[config.mk]
export PLATFORM = sky130hd
export DESIGN_NAME = decimal_seven_segment_serializer
export DESIGN_NICKNAME = d
export VERILOG_FILES = /design/src/design/ssd_pkg.sv /design/src/design/ssd_front.sv /design/src/design/ssd_queue.sv /design/src/design/ssd_shifter.sv /design/src/design/decimal_seven_segment_serializer.sv
export SDC_FILE = /design/constraint.sdc
export NUM_CORES = 1
export LEC_CHECK = 0
export BUFFER_PORTS_ARGS = -buffer_cell sky130_fd_sc_hd__buf_2
export CORE_MARGIN = 5
export CORE_UTILIZATION = 45
export DETAILED_ROUTE_END_ITERATION = 6
export GPL_TIMING_DRIVEN = 0
export MAX_ROUTING_LAYER = met4
export RECOVER_POWER = 100
export SYNTH_ARGS = -nofsm -noshare
export SYNTH_HDL_FRONTEND = slang
export SYNTH_SLANG_ARGS = --single-unit
[constraint.sdc]
create_clock -name clk_i -period 8.3 [get_ports clk_i]
set_input_delay 1.66 -clock clk_i [delete_from_list [all_inputs] [get_ports clk_i]]
set_output_delay 1.66 -clock clk_i [all_outputs]
set_load 0.05 [all_outputs]
[src/design/ssd_pkg.sv]
// Shared types, codes and segment tables for the decimal seven-segment serializer.
`timescale 1ns / 1ps
`default_nettype none

package ssd_pkg;

  localparam int unsigned WORD_BITS   = 32;
  localparam int unsigned NUM_BITS    = 16;
  localparam int unsigned SEG_BITS    = 16;
  localparam int unsigned DIGIT_BITS  = 4;
  localparam int unsigned BIT_IDX_W   = $clog2(WORD_BITS);

  localparam logic [NUM_BITS-1:0] DIV10_MUL   = 16'hCCCD;
  localparam int unsigned         DIV10_SHIFT = 19;

  localparam logic OP_NUMBER = 1'b0;
  localparam logic OP_RAW    = 1'b1;

  localparam logic [1:0] DIGIT_UNITS    = 2'd0;
  localparam logic [1:0] DIGIT_TENS     = 2'd1;
  localparam logic [1:0] DIGIT_HUNDREDS = 2'd2;

  typedef struct packed {
    logic                 opcode;
    logic [NUM_BITS-1:0]  number;
    logic [WORD_BITS-1:0] raw_word;
  } in_req_t;

  typedef struct packed {
    logic serial_bit;
    logic latch_after;
  } out_req_t;

  typedef enum logic [1:0] {
    FR_IDLE,
    FR_CONV,
    FR_PUSH
  } fr_state_e;

  function automatic logic [SEG_BITS-1:0] outer_seg(input logic [DIGIT_BITS-1:0] d);
    logic [SEG_BITS-1:0] p;
    unique case (d)
      4'd0:    p = 16'h7007;
      4'd1:    p = 16'h4001;
      4'd2:    p = 16'h300B;
      4'd3:    p = 16'h600B;
      4'd4:    p = 16'h400D;
      4'd5:    p = 16'h600E;
      4'd6:    p = 16'h700E;
      4'd7:    p = 16'h4003;
      4'd8:    p = 16'h700F;
      4'd9:    p = 16'h600F;
      default: p = '0;
    endcase
    return p;
  endfunction

  function automatic logic [SEG_BITS-1:0] middle_seg(input logic [DIGIT_BITS-1:0] d);
    logic [SEG_BITS-1:0] p;
    unique case (d)
      4'd0:    p = 16'h0770;
      4'd1:    p = 16'h0410;
      4'd2:    p = 16'h03B0;
      4'd3:    p = 16'h06B0;
      4'd4:    p = 16'h04D0;
      4'd5:    p = 16'h06E0;
      4'd6:    p = 16'h07E0;
      4'd7:    p = 16'h0430;
      4'd8:    p = 16'h07F0;
      4'd9:    p = 16'h06F0;
      default: p = '0;
    endcase
    return p;
  endfunction

endpackage

`default_nettype wire

[src/design/ssd_front.sv]
// Front end: accepts requests and builds the segment word, one decimal digit per cycle.
`timescale 1ns / 1ps
`default_nettype none

module ssd_front (
  input  wire logic                             clk_i,
  input  wire logic                             rst_ni,
  input  wire logic                             in_valid_i,
  output logic                                  in_stall_o,
  input  wire ssd_pkg::in_req_t                 in_req_i,
  output logic                                  push_valid_o,
  output logic [ssd_pkg::WORD_BITS-1:0]         push_word_o,
  input  wire logic                             push_full_i
);

  ssd_pkg::fr_state_e                   state_q, state_d;
  logic [1:0]                           digit_q, digit_d;
  logic [ssd_pkg::NUM_BITS-1:0]         val_q, val_d;
  logic [ssd_pkg::WORD_BITS-1:0]        word_q, word_d;

  logic [2*ssd_pkg::NUM_BITS-1:0]       prod;
  logic [ssd_pkg::NUM_BITS-1:0]         quot;
  logic [ssd_pkg::NUM_BITS-1:0]         rem;
  logic [ssd_pkg::DIGIT_BITS-1:0]       digit;
  logic                                 accept;

  assign prod  = val_q * ssd_pkg::DIV10_MUL;
  assign quot  = ssd_pkg::NUM_BITS'(prod >> ssd_pkg::DIV10_SHIFT);
  assign rem   = val_q - ((quot << 3) + (quot << 1));
  assign digit = rem[ssd_pkg::DIGIT_BITS-1:0];

  assign in_stall_o   = (state_q != ssd_pkg::FR_IDLE);
  assign accept       = in_valid_i && !in_stall_o;
  assign push_valid_o = (state_q == ssd_pkg::FR_PUSH);
  assign push_word_o  = word_q;

  always_comb begin
    state_d = state_q;
    digit_d = digit_q;
    val_d   = val_q;
    word_d  = word_q;
    unique case (state_q)
      ssd_pkg::FR_IDLE: begin
        if (accept) begin
          if (in_req_i.opcode == ssd_pkg::OP_RAW) begin
            word_d  = in_req_i.raw_word;
            state_d = ssd_pkg::FR_PUSH;
          end else begin
            word_d  = '0;
            val_d   = in_req_i.number;
            digit_d = ssd_pkg::DIGIT_UNITS;
            state_d = ssd_pkg::FR_CONV;
          end
        end
      end
      ssd_pkg::FR_CONV: begin
        val_d   = quot;
        digit_d = digit_q + 2'd1;
        unique case (digit_q)
          ssd_pkg::DIGIT_UNITS: begin
            word_d = word_q | {{ssd_pkg::SEG_BITS{1'b0}}, ssd_pkg::outer_seg(digit)};
          end
          ssd_pkg::DIGIT_TENS: begin
            word_d = word_q | {{ssd_pkg::SEG_BITS{1'b0}}, ssd_pkg::middle_seg(digit)};
          end
          ssd_pkg::DIGIT_HUNDREDS: begin
            word_d  = word_q | {ssd_pkg::outer_seg(digit), {ssd_pkg::SEG_BITS{1'b0}}};
            state_d = ssd_pkg::FR_PUSH;
          end
          default: begin
            state_d = ssd_pkg::FR_IDLE;
          end
        endcase
      end
      ssd_pkg::FR_PUSH: begin
        if (!push_full_i) begin
          state_d = ssd_pkg::FR_IDLE;
        end
      end
      default: begin
        state_d = ssd_pkg::FR_IDLE;
      end
    endcase
  end

  always_ff @(posedge clk_i or negedge rst_ni) begin
    if (!rst_ni) begin
      state_q <= ssd_pkg::FR_IDLE;
    end else begin
      state_q <= state_d;
    end
  end

  always_ff @(posedge clk_i) begin
    digit_q <= digit_d;
    val_q   <= val_d;
    word_q  <= word_d;
  end

  a_push_held: assert property (@(posedge clk_i) disable iff (!rst_ni)
    (push_valid_o && push_full_i) |=> (push_valid_o && $stable(push_word_o)))
    else $error("front dropped a word while the queue was full");

  a_no_accept_busy: assert property (@(posedge clk_i) disable iff (!rst_ni)
    (state_q == ssd_pkg::FR_CONV) |=> !$past(accept))
    else $error("front took a request while converting");

endmodule

`default_nettype wire

[src/design/ssd_queue.sv]
// Short queue of segment words between front end and shifter.
`timescale 1ns / 1ps
`default_nettype none

module ssd_queue #(
  parameter int unsigned DEPTH = 2
) (
  input  wire logic                          clk_i,
  input  wire logic                          rst_ni,
  input  wire logic                          push_valid_i,
  input  wire logic [ssd_pkg::WORD_BITS-1:0] push_word_i,
  output logic                               full_o,
  output logic                               pop_valid_o,
  output logic [ssd_pkg::WORD_BITS-1:0]      pop_word_o,
  input  wire logic                          pop_ready_i
);

  localparam int unsigned PTR_W = (DEPTH > 1) ? $clog2(DEPTH) : 1;
  localparam int unsigned CNT_W = $clog2(DEPTH + 1);
  localparam logic [PTR_W-1:0] LAST_PTR = PTR_W'(DEPTH - 1);
  localparam logic [CNT_W-1:0] FULL_CNT = CNT_W'(DEPTH);

  logic [ssd_pkg::WORD_BITS-1:0] mem_q [DEPTH];
  logic [PTR_W-1:0]              wr_ptr_q, rd_ptr_q;
  logic [CNT_W-1:0]              cnt_q;
  logic                          do_push, do_pop;

  assign full_o      = (cnt_q == FULL_CNT);
  assign pop_valid_o = (cnt_q != '0);
  assign pop_word_o  = mem_q[rd_ptr_q];
  assign do_push     = push_valid_i && !full_o;
  assign do_pop      = pop_ready_i && pop_valid_o;

  always_ff @(posedge clk_i or negedge rst_ni) begin
    if (!rst_ni) begin
      wr_ptr_q <= '0;
      rd_ptr_q <= '0;
      cnt_q    <= '0;
    end else begin
      if (do_push) begin
        wr_ptr_q <= (wr_ptr_q == LAST_PTR) ? '0 : wr_ptr_q + PTR_W'(1);
      end
      if (do_pop) begin
        rd_ptr_q <= (rd_ptr_q == LAST_PTR) ? '0 : rd_ptr_q + PTR_W'(1);
      end
      if (do_push && !do_pop) begin
        cnt_q <= cnt_q + CNT_W'(1);
      end else if (do_pop && !do_push) begin
        cnt_q <= cnt_q - CNT_W'(1);
      end
    end
  end

  always_ff @(posedge clk_i) begin
    if (do_push) begin
      mem_q[wr_ptr_q] <= push_word_i;
    end
  end

  a_cnt_bound: assert property (@(posedge clk_i) disable iff (!rst_ni)
    cnt_q <= FULL_CNT)
    else $error("queue count beyond depth");

endmodule

`default_nettype wire

[src/design/ssd_shifter.sv]
// Back end: shifts each segment word out LSB first and flags its last bit.
`timescale 1ns / 1ps
`default_nettype none

module ssd_shifter (
  input  wire logic                          clk_i,
  input  wire logic                          rst_ni,
  input  wire logic                          pop_valid_i,
  input  wire logic [ssd_pkg::WORD_BITS-1:0] pop_word_i,
  output logic                               pop_ready_o,
  output logic                               out_valid_o,
  input  wire logic                          out_stall_i,
  output ssd_pkg::out_req_t                  out_req_o
);

  localparam logic [ssd_pkg::BIT_IDX_W-1:0] LAST_BIT =
    ssd_pkg::BIT_IDX_W'(ssd_pkg::WORD_BITS - 1);

  logic                              busy_q;
  logic [ssd_pkg::BIT_IDX_W-1:0]     bit_q;
  logic [ssd_pkg::WORD_BITS-1:0]     word_q;
  logic                              accept, last;

  assign accept      = busy_q && !out_stall_i;
  assign last        = (bit_q == LAST_BIT);
  assign pop_ready_o = !busy_q || (accept && last);
  assign out_valid_o = busy_q;

  always_comb begin
    out_req_o.serial_bit  = word_q[0];
    out_req_o.latch_after = last;
  end

  always_ff @(posedge clk_i or negedge rst_ni) begin
    if (!rst_ni) begin
      busy_q <= 1'b0;
      bit_q  <= '0;
    end else begin
      if (pop_ready_o && pop_valid_i) begin
        busy_q <= 1'b1;
        bit_q  <= '0;
      end else if (accept) begin
        if (last) begin
          busy_q <= 1'b0;
        end else begin
          bit_q <= bit_q + ssd_pkg::BIT_IDX_W'(1);
        end
      end
    end
  end

  always_ff @(posedge clk_i) begin
    if (pop_ready_o && pop_valid_i) begin
      word_q <= pop_word_i;
    end else if (accept) begin
      word_q <= word_q >> 1;
    end
  end

  a_end_idle: assert property (@(posedge clk_i) disable iff (!rst_ni)
    (accept && last && !pop_valid_i) |=> !out_valid_o)
    else $error("shifter kept going past the last bit");

  a_next_word: assert property (@(posedge clk_i) disable iff (!rst_ni)
    (accept && last && pop_valid_i) |=> (out_valid_o && bit_q == '0))
    else $error("shifter did not start the next word");

endmodule

`default_nettype wire

[src/design/decimal_seven_segment_serializer.sv]
// Top level of the decimal seven-segment serializer.
// Each request yields one 32-bit segment word, sent as 32 results, one serial bit per
// cycle when not stalled, LSB first, latch_after set on the last. A decimal request shows
// the last three digits of number (hundreds wrap above 999); a raw request sends raw_word
// unchanged. Sustained throughput is set by the one-bit-per-cycle output shifter.
// The front end converts a number units, tens then hundreds with a single divide-by-ten
// multiplier and then offers the word to the queue from its push state. It takes no new
// request until that word is in the queue. The queue of QUEUE_DEPTH words lets it take
// new requests while the shifter is still sending.
`timescale 1ns / 1ps
`default_nettype none

module decimal_seven_segment_serializer #(
  parameter int unsigned QUEUE_DEPTH = 2
) (
  input  wire logic              clk_i,
  input  wire logic              rst_ni,
  input  wire logic              in_valid_i,
  output logic                   in_stall_o,
  input  wire ssd_pkg::in_req_t  in_req_i,
  output logic                   out_valid_o,
  input  wire logic              out_stall_i,
  output ssd_pkg::out_req_t      out_req_o
);

  logic                          push_valid, full;
  logic [ssd_pkg::WORD_BITS-1:0] push_word, pop_word;
  logic                          pop_valid, pop_ready;

  ssd_front u_front (
    .clk_i        (clk_i),
    .rst_ni       (rst_ni),
    .in_valid_i   (in_valid_i),
    .in_stall_o   (in_stall_o),
    .in_req_i     (in_req_i),
    .push_valid_o (push_valid),
    .push_word_o  (push_word),
    .push_full_i  (full)
  );

  ssd_queue #(
    .DEPTH (QUEUE_DEPTH)
  ) u_queue (
    .clk_i        (clk_i),
    .rst_ni       (rst_ni),
    .push_valid_i (push_valid),
    .push_word_i  (push_word),
    .full_o       (full),
    .pop_valid_o  (pop_valid),
    .pop_word_o   (pop_word),
    .pop_ready_i  (pop_ready)
  );

  ssd_shifter u_shifter (
    .clk_i       (clk_i),
    .rst_ni      (rst_ni),
    .pop_valid_i (pop_valid),
    .pop_word_i  (pop_word),
    .pop_ready_o (pop_ready),
    .out_valid_o (out_valid_o),
    .out_stall_i (out_stall_i),
    .out_req_o   (out_req_o)
  );

endmodule

`default_nettype wire

Yosys cells after proc, flatten, opt, wreduce, memory -nomap -nowiden
Memories as Yosys holds them, arrays and structs flattened.
Cells that the tools add are included.

operators by class
  multiply operators = 1
  equal/unequal tests = 12
  add/sub/neg operators = 8
  bitwise gates (word level) = 3
  muxes and demuxes = 35
  reduce and logical (&&, ||, !) cells = 28

operators by type and width
  operator                                                               count
  16-bit two-way mux                                                     8
  32-bit two-way mux                                                     4
  32-bit case mux with 3 select lines                                    1
  32-bit by 16-bit bitwise OR with 32-bit output                         2
  32-bit case mux with 2 select lines                                    1
  16-bit by 16-bit multiplier with 32-bit output, second input constant  1
  32-bit bitwise OR                                                      1
  16-bit case mux with 2 select lines                                    1
  5-bit two-way mux                                                      3
  2-bit two-way mux                                                      7
  2-bit nonzero test                                                     6
  3-bit AND reduction                                                    3
  2-bit != test, second input constant                                   4
  2-bit case mux with 2 select lines                                     2
  1-bit logical AND                                                      7
  1-bit two-way mux                                                      7
  2-bit equality test, second input constant                             3
  1-bit zero test                                                        6
  2-bit case mux with 3 select lines                                     1
  5-bit by 1-bit adder with 5-bit output, second input constant          1
  5-bit equality test, second input constant                             1
  2-bit by 1-bit adder with 2-bit output, second input constant          2
  4-bit adder                                                            1
  2-bit by 1-bit equality test with 1-bit output, second input constant  2
  other kinds (9)                                                        12

word-level totals
  ROM bits = 336
  output and inout bits = 4
  flip-flop bits (word level) = 94
  input port bits = 53
  memories kept = 4
  memory bits (writable) = 64

memory list
  name              words  bits a word  rd ports  clocked after memory_dff  wr ports  line             source
  (name not given)  16     7            1         0                         0         ssd_pkg.sv:42    unique case (d)
  (name not given)  16     7            1         0                         0         ssd_pkg.sv:60    unique case (d)
  (name not given)  16     7            1         0                         0         ssd_pkg.sv:42
  u_queue.mem_q     2      32           1         0                         1         ssd_queue.sv:23  logic [ssd_pkg::WORD_BITS-1:0] mem_q [DEPTH];

Logic depth before layout (Yosys ltp)
An unclocked memory read counts as a cell.

  word-level depth = 9
  mapped depth = 28
  depth with buffers taken out = 28

Hierarchy
From an unflattened synthesis, not the netlist that was laid out.

second synthesis, totals
  cells, all modules = 937
  area, all modules = 11,656.2 sq um

modules (own cells, without submodules)
  module       cells an instance  area each (sq um)  instances  seq. area each (sq um)
  ssd_front    718                7,270.7            1          1,551.5
  ssd_queue    119                2,662.6            1          2,021.9
  ssd_shifter  100                1,722.9            1          1,111.1

Worst setup path before layout
No wires, ideal clock.

  kind = register to register
  start point = register u_front.val_q[6] in the netlist's numbering
  end point = register u_front.word_q (netlist bit u_front.push_word_o[13]) (data pin)
  arrival = 6.434 ns
  clock period less this slack = 6.707 ns
  required time = 8.027 ns
  setup time = 0.273 ns
  buffers on the path = 0
  stages on the path, launching flop included = 25
  setup slack = 1.593 ns
  cell sequence = edfxtp_1 ha_1 inv_1 fa_1 inv_1 fa_1 fa_1 fa_1 inv_1 fa_1 inv_1 ha_1 and3_1 nand3_1 o311a_1 o21ai_0 xnor2_1 ha_1 a21oi_1 nand2_1 mux2i_1 nor3_4 xnor2_4 mux2i_2 a31oi_1

between the ends
  cells in the longest elaborated chain, start to end = 9

ends and longest elaborated chain
  what                                            line             source
  from (decl)                                     ssd_front.sv:18  logic [ssd_pkg::NUM_BITS-1:0] val_q, val_d;
  from (signal assigned)                          ssd_front.sv:96  val_q <= val_d;
  16-bit by 16-bit multiplier with 32-bit output  ssd_front.sv:27  assign prod = val_q * ssd_pkg::DIV10_MUL;
  4-bit adder                                     ssd_front.sv:29  assign rem = val_q - ((quot << 3) + (quot << 1));
  4-bit subtractor                                ssd_front.sv:29
  memory read 16 x 7 bit                          n/a
  16-bit two-way mux                              ssd_front.sv:59  unique case (digit_q)
  16-bit two-way mux                              ssd_front.sv:42  unique case (state_q)
  32-bit by 16-bit bitwise OR with 32-bit output  ssd_front.sv:61  word_d = word_q | {{ssd_pkg::SEG_BITS{1'b0}}, ssd_pkg::outer_seg(digit)};
  32-bit case mux with 3 select lines             ssd_front.sv:59
  32-bit case mux with 2 select lines             ssd_front.sv:42
  named net u_front.word_d (one bit)              ssd_front.sv:19  logic [ssd_pkg::WORD_BITS-1:0] word_q, word_d;
  to (signal assigned)                            ssd_front.sv:97  word_q <= word_d;
  to (decl)                                       ssd_front.sv:19

The timed path passes the listed nets, and every way through them passes these cells. The select of a mux whose other input is x is not followed.
A chain may end at the register's enable or synchronous reset.

Final worst setup path
  start point = register u_front.val_q[3] in the netlist's numbering
  end point = register u_front.word_q (netlist bit u_front.push_word_o[3]) (data pin)

between the ends
  cells in the longest elaborated chain, start to end = 9

ends and longest elaborated chain
  what                                                line
  16-bit by 16-bit multiplier with 32-bit output      ssd_front.sv:27
  4-bit adder                                         ssd_front.sv:29
  4-bit subtractor (*)                                ssd_front.sv:29
  memory read 16 x 7 bit (*)                          n/a
  16-bit two-way mux (*)                              ssd_front.sv:59
  16-bit two-way mux (*)                              ssd_front.sv:42
  32-bit by 16-bit bitwise OR with 32-bit output (*)  ssd_front.sv:61
  32-bit case mux with 3 select lines (*)             ssd_front.sv:59
  32-bit case mux with 2 select lines (*)             ssd_front.sv:42
  named net u_front.word_d (one bit)                  ssd_front.sv:19

The timed path passes the listed nets; every way through them passes the cells marked *. The select of a mux whose other input is x is not followed.

==> summary.txt <==
=================================================================================================
Result of the run                                                                    finished with violations
Violations in the final reports                                                      capacitance limit, slew limit
Number of detailed-routing iterations run before antenna repair                                 5
Overall routed net length                                                                23.43 mm
Crit path DAT                                                                             7.92 ns
Clock-pin slew on the worst setup and hold paths                                          0.06 ns
EDFF count, synth                                                                             146
Routed length on met1                                                                    11.02 mm
Die span in x                                                                            167.5 um
Reg-to-reg setup timing slack                                                             0.53 ns
Ys async rst share                                                                         7.595%
Antenna fix cells                                                                               0
GRT Util Overall                                                                           17.90%
Number of resized instances in the post-cts repair step                                         0
Clock root buffer                                                                    sky130_fd_sc_hd__clkbuf_16
Slew at the pin with the worst max-slew slack                                            2.265 ns
Slew headroom                                                                             -50.99%
Detailed Place HPWL                                                                      18.68 mm
Sequential share of the synthesized area                                                   41.94%
Maximum level of the CTS H-tree                                                                 4
Startpoint kind of the worst setup timing path                                           register
Type of element capturing the critical path                                              register
Antenna violations before repair                                                                0
Global-route wire length before repair                                                   38.20 mm
Clock Skews                                                                           0.008713 ns
Storage element area                                                                 0.004684 sq mm
TritonCTS buffer count                                                                         17
Number of distinct library cell variants in the gate-level netlist after synthesis             44
Total core area                                                                      0.02439 sq mm
Via count of the first global-routing pass                                                   7196
Remaining antenna violation count after routing                                                 0
Worst-skew pair later-pin latency                                                         0.42 ns
Total met3 wirelength after detailed routing                                             1.030 mm
CTS tree                                                                                    built
Sinks on the clock net                                                                        158
Number of failing setup endpoints in the final timing report                                    0
Area of combinational cells with multiple inputs                                     0.005715 sq mm
Net Count, Synth                                                                             1236
Cell type contributing the most total cell area after synthesis                      sky130_fd_sc_hd__edfxtp_1
Count of final max-slew check failures                                                         33
Synthesis-to-finish area growth                                                            11.32%
Post-Syn Instances                                                                            959
Share of final-layout standard cells stronger than drive strength 1                        8.198%
# hold bufs at CTS                                                                              0
Post-CTS setup buffer count                                                                     0
Main area contributors after synthesis                                               sky130_fd_sc_hd__edfxtp_1 39%, sky130_fd_sc_hd__ha_1 16%, sky130_fd_sc_hd__fa_1 14%
Top_reg_cell synth                                                                   sky130_fd_sc_hd__edfxtp_1
Via-to-Cell Ratio                                                                           5.138
Number of warnings reported in the yosys synthesis log                                          0
Via count of the routed design                                                               7055
Pin count of the biggest net entering global routing                                           33
Number of max-capacitance violations reported                                                   1
Residual DRC                                                                                    0
RSZ-0062 raised after global routing                                                           no
Die height                                                                               167.5 um
Most instantiated library cell after synthesis                                       sky130_fd_sc_hd__inv_1
Proportion of netlist area held by the largest area contributor                            39.26%
Max Freq                                                                                128.7 MHz
Synthesis-stage register bit count                                                            158
Input/output buffers                                                                           56
Top-level port count                                                                           57
Path category of the worst min-delay check                                           register to register
Category of the critical setup timing path                                           register to register
Cell types with the highest counts after synthesis                                   174 x sky130_fd_sc_hd__inv_1, 146 x sky130_fd_sc_hd__edfxtp_1, 144 x sky130_fd_sc_hd__ha_1, 80 x sky130_fd_sc_hd__fa_1, 66 x sky130_fd_sc_hd__nand2_1
Met2 WL                                                                                  11.17 mm
# nets final                                                                                 1313
Number of DRC markers after the initial detailed-route iteration                              437
Initial Util                                                                               45.79%
Highest metal layer with signal wires                                                        met4
Total gr overflow                                                                               0
Fillcell total                                                                               2264
Hold Fails Final Rpt                                                                            0
Period utilization                                                                         93.59%
Final Wtd Congestion                                                                       0.8487
Period minus WS final                                                                    7.768 ns
Worst Path Max Fanout                                                                           6
Required time at the worst-slack endpoint                                                 8.45 ns
Total number of placement rows                                                                 57
Post-Synthesis Mean Instance Area                                                     11.65 sq um
Post-Syn Area                                                                        0.01117 sq mm
Routed len/inst                                                                          17.06 um
Die area                                                                             0.02807 sq mm
Total Negative Setup Slacks                                                                  0 ns
CTS Buffer Depth                                                                                2
=================================================================================================
## cells in the final DEF (no fill, tap or decap), drive strengths merged, types with 5 or more instances in the layout
master / count
and2: 6
o21ai: 68
a21oi: 39
nor3: 6
nand2: 66
xor2: 13
inv: 179
nand2b: 10
clkbuf: 48
a21o: 9
buf: 54
a31oi: 12
xnor2: 17
fa: 80
edfxtp: 146
ha: 144
dfrtp: 12
nand4: 5
nor2: 23
mux2i: 40
a22oi: 12
nand3: 7
a211oi: 5
and3: 17
## stage by stage
stage	hold slack, ns	instances	area [sq um]	setup WS, ns	util, %
4_1_cts	0.4465	1373	12500	0.5510	51.24
3_3_place_gp	0.4233	1339	11850	0.5713	48.60
6_report	0.4460	1373	12430	0.5324	50.97
2_1_floorplan	0.4215	959	11170	1.593	-
5_1_grt	0.4523	1373	12430	0.09755	50.97
3_5_place_dp	0.4325	1341	11910	0.5887	48.82
## kinds of logic after synthesis
family	share of synthesized area, %
compound gates	8.369
xor+xnor	2.521
fa+ha+maj	30.47
buf+inv	6.789
flops	41.94
mux	3.619
simple gates	6.285
## worst max-delay path, stage by stage, from the launching register on
cell	delay, ns
sky130_fd_sc_hd__edfxtp_1	0.55
sky130_fd_sc_hd__ha_1	0.47
sky130_fd_sc_hd__inv_1	0.09
sky130_fd_sc_hd__fa_1	0.50
sky130_fd_sc_hd__inv_1	0.05
sky130_fd_sc_hd__fa_1	0.50
sky130_fd_sc_hd__fa_1	0.55
sky130_fd_sc_hd__fa_1	0.61
sky130_fd_sc_hd__inv_1	0.08
sky130_fd_sc_hd__fa_1	0.55
sky130_fd_sc_hd__inv_1	0.05
sky130_fd_sc_hd__ha_1	0.32
sky130_fd_sc_hd__and3_1	0.23
sky130_fd_sc_hd__a31oi_1	0.17
sky130_fd_sc_hd__o21ai_0	0.12
sky130_fd_sc_hd__a211oi_1	0.99
sky130_fd_sc_hd__xnor2_1	0.20
sky130_fd_sc_hd__ha_1	0.41
sky130_fd_sc_hd__inv_1	0.14
sky130_fd_sc_hd__ha_1	0.16
sky130_fd_sc_hd__nor2_1	0.05
sky130_fd_sc_hd__a21o_1	0.16
sky130_fd_sc_hd__mux2i_1	0.37
sky130_fd_sc_hd__o21ai_0	0.16
## final timing paths
path	startpoint	endpoint	cells after the start
max	u_front.val_q[3]$_DFFE_PP_	u_front.push_word_o[3]$_DFFE_PP_	23
min	u_front.push_word_o[25]$_DFFE_PP_	u_queue.mem_q[0][25]$_DFFE_PP_	0
max reg2reg	u_front.val_q[3]$_DFFE_PP_	u_front.push_word_o[3]$_DFFE_PP_	23
min reg2reg	u_front.push_word_o[25]$_DFFE_PP_	u_queue.mem_q[0][25]$_DFFE_PP_	0
max in group asynchronous	rst_ni	u_front.state_q[0]$_DFFE_PN0P_	1
min in group asynchronous	rst_ni	u_queue.rd_ptr_q$_DFFE_PN0P_	1
## area by class of cell
type,instances,area share [%]
buffer,26,0.8454
timing repair buffer,58,2.244
clock inverter,14,1.288
inverter,174,5.254
sequential,158,37.68
clock buffer,18,3.452
tap,324,3.261
multi-input combinational,601,45.97
## registers in the layout (all words and copies together), names as in the netlist
name	count
u_front.digit_q	2
u_front.push_word_o	32
u_front.state_q	2
u_front.val_q	16
u_queue.cnt_q	2
u_queue.mem_q	64
u_queue.rd_ptr_q	1
u_queue.wr_ptr_q	1
u_shifter.bit_q	5
u_shifter.out_valid_o	1
u_shifter.word_q	32
## per-layer routing
metal	vias up	global-route usage (%)
met5	-	-
met4	0	3.705
li1	3442	-
met3	13	2.994
met1	3453	24.74
met2	147	28.22
Power is not shown: default switching activity piles up to over one toggle a cycle in this logic, so the estimate is an artifact.
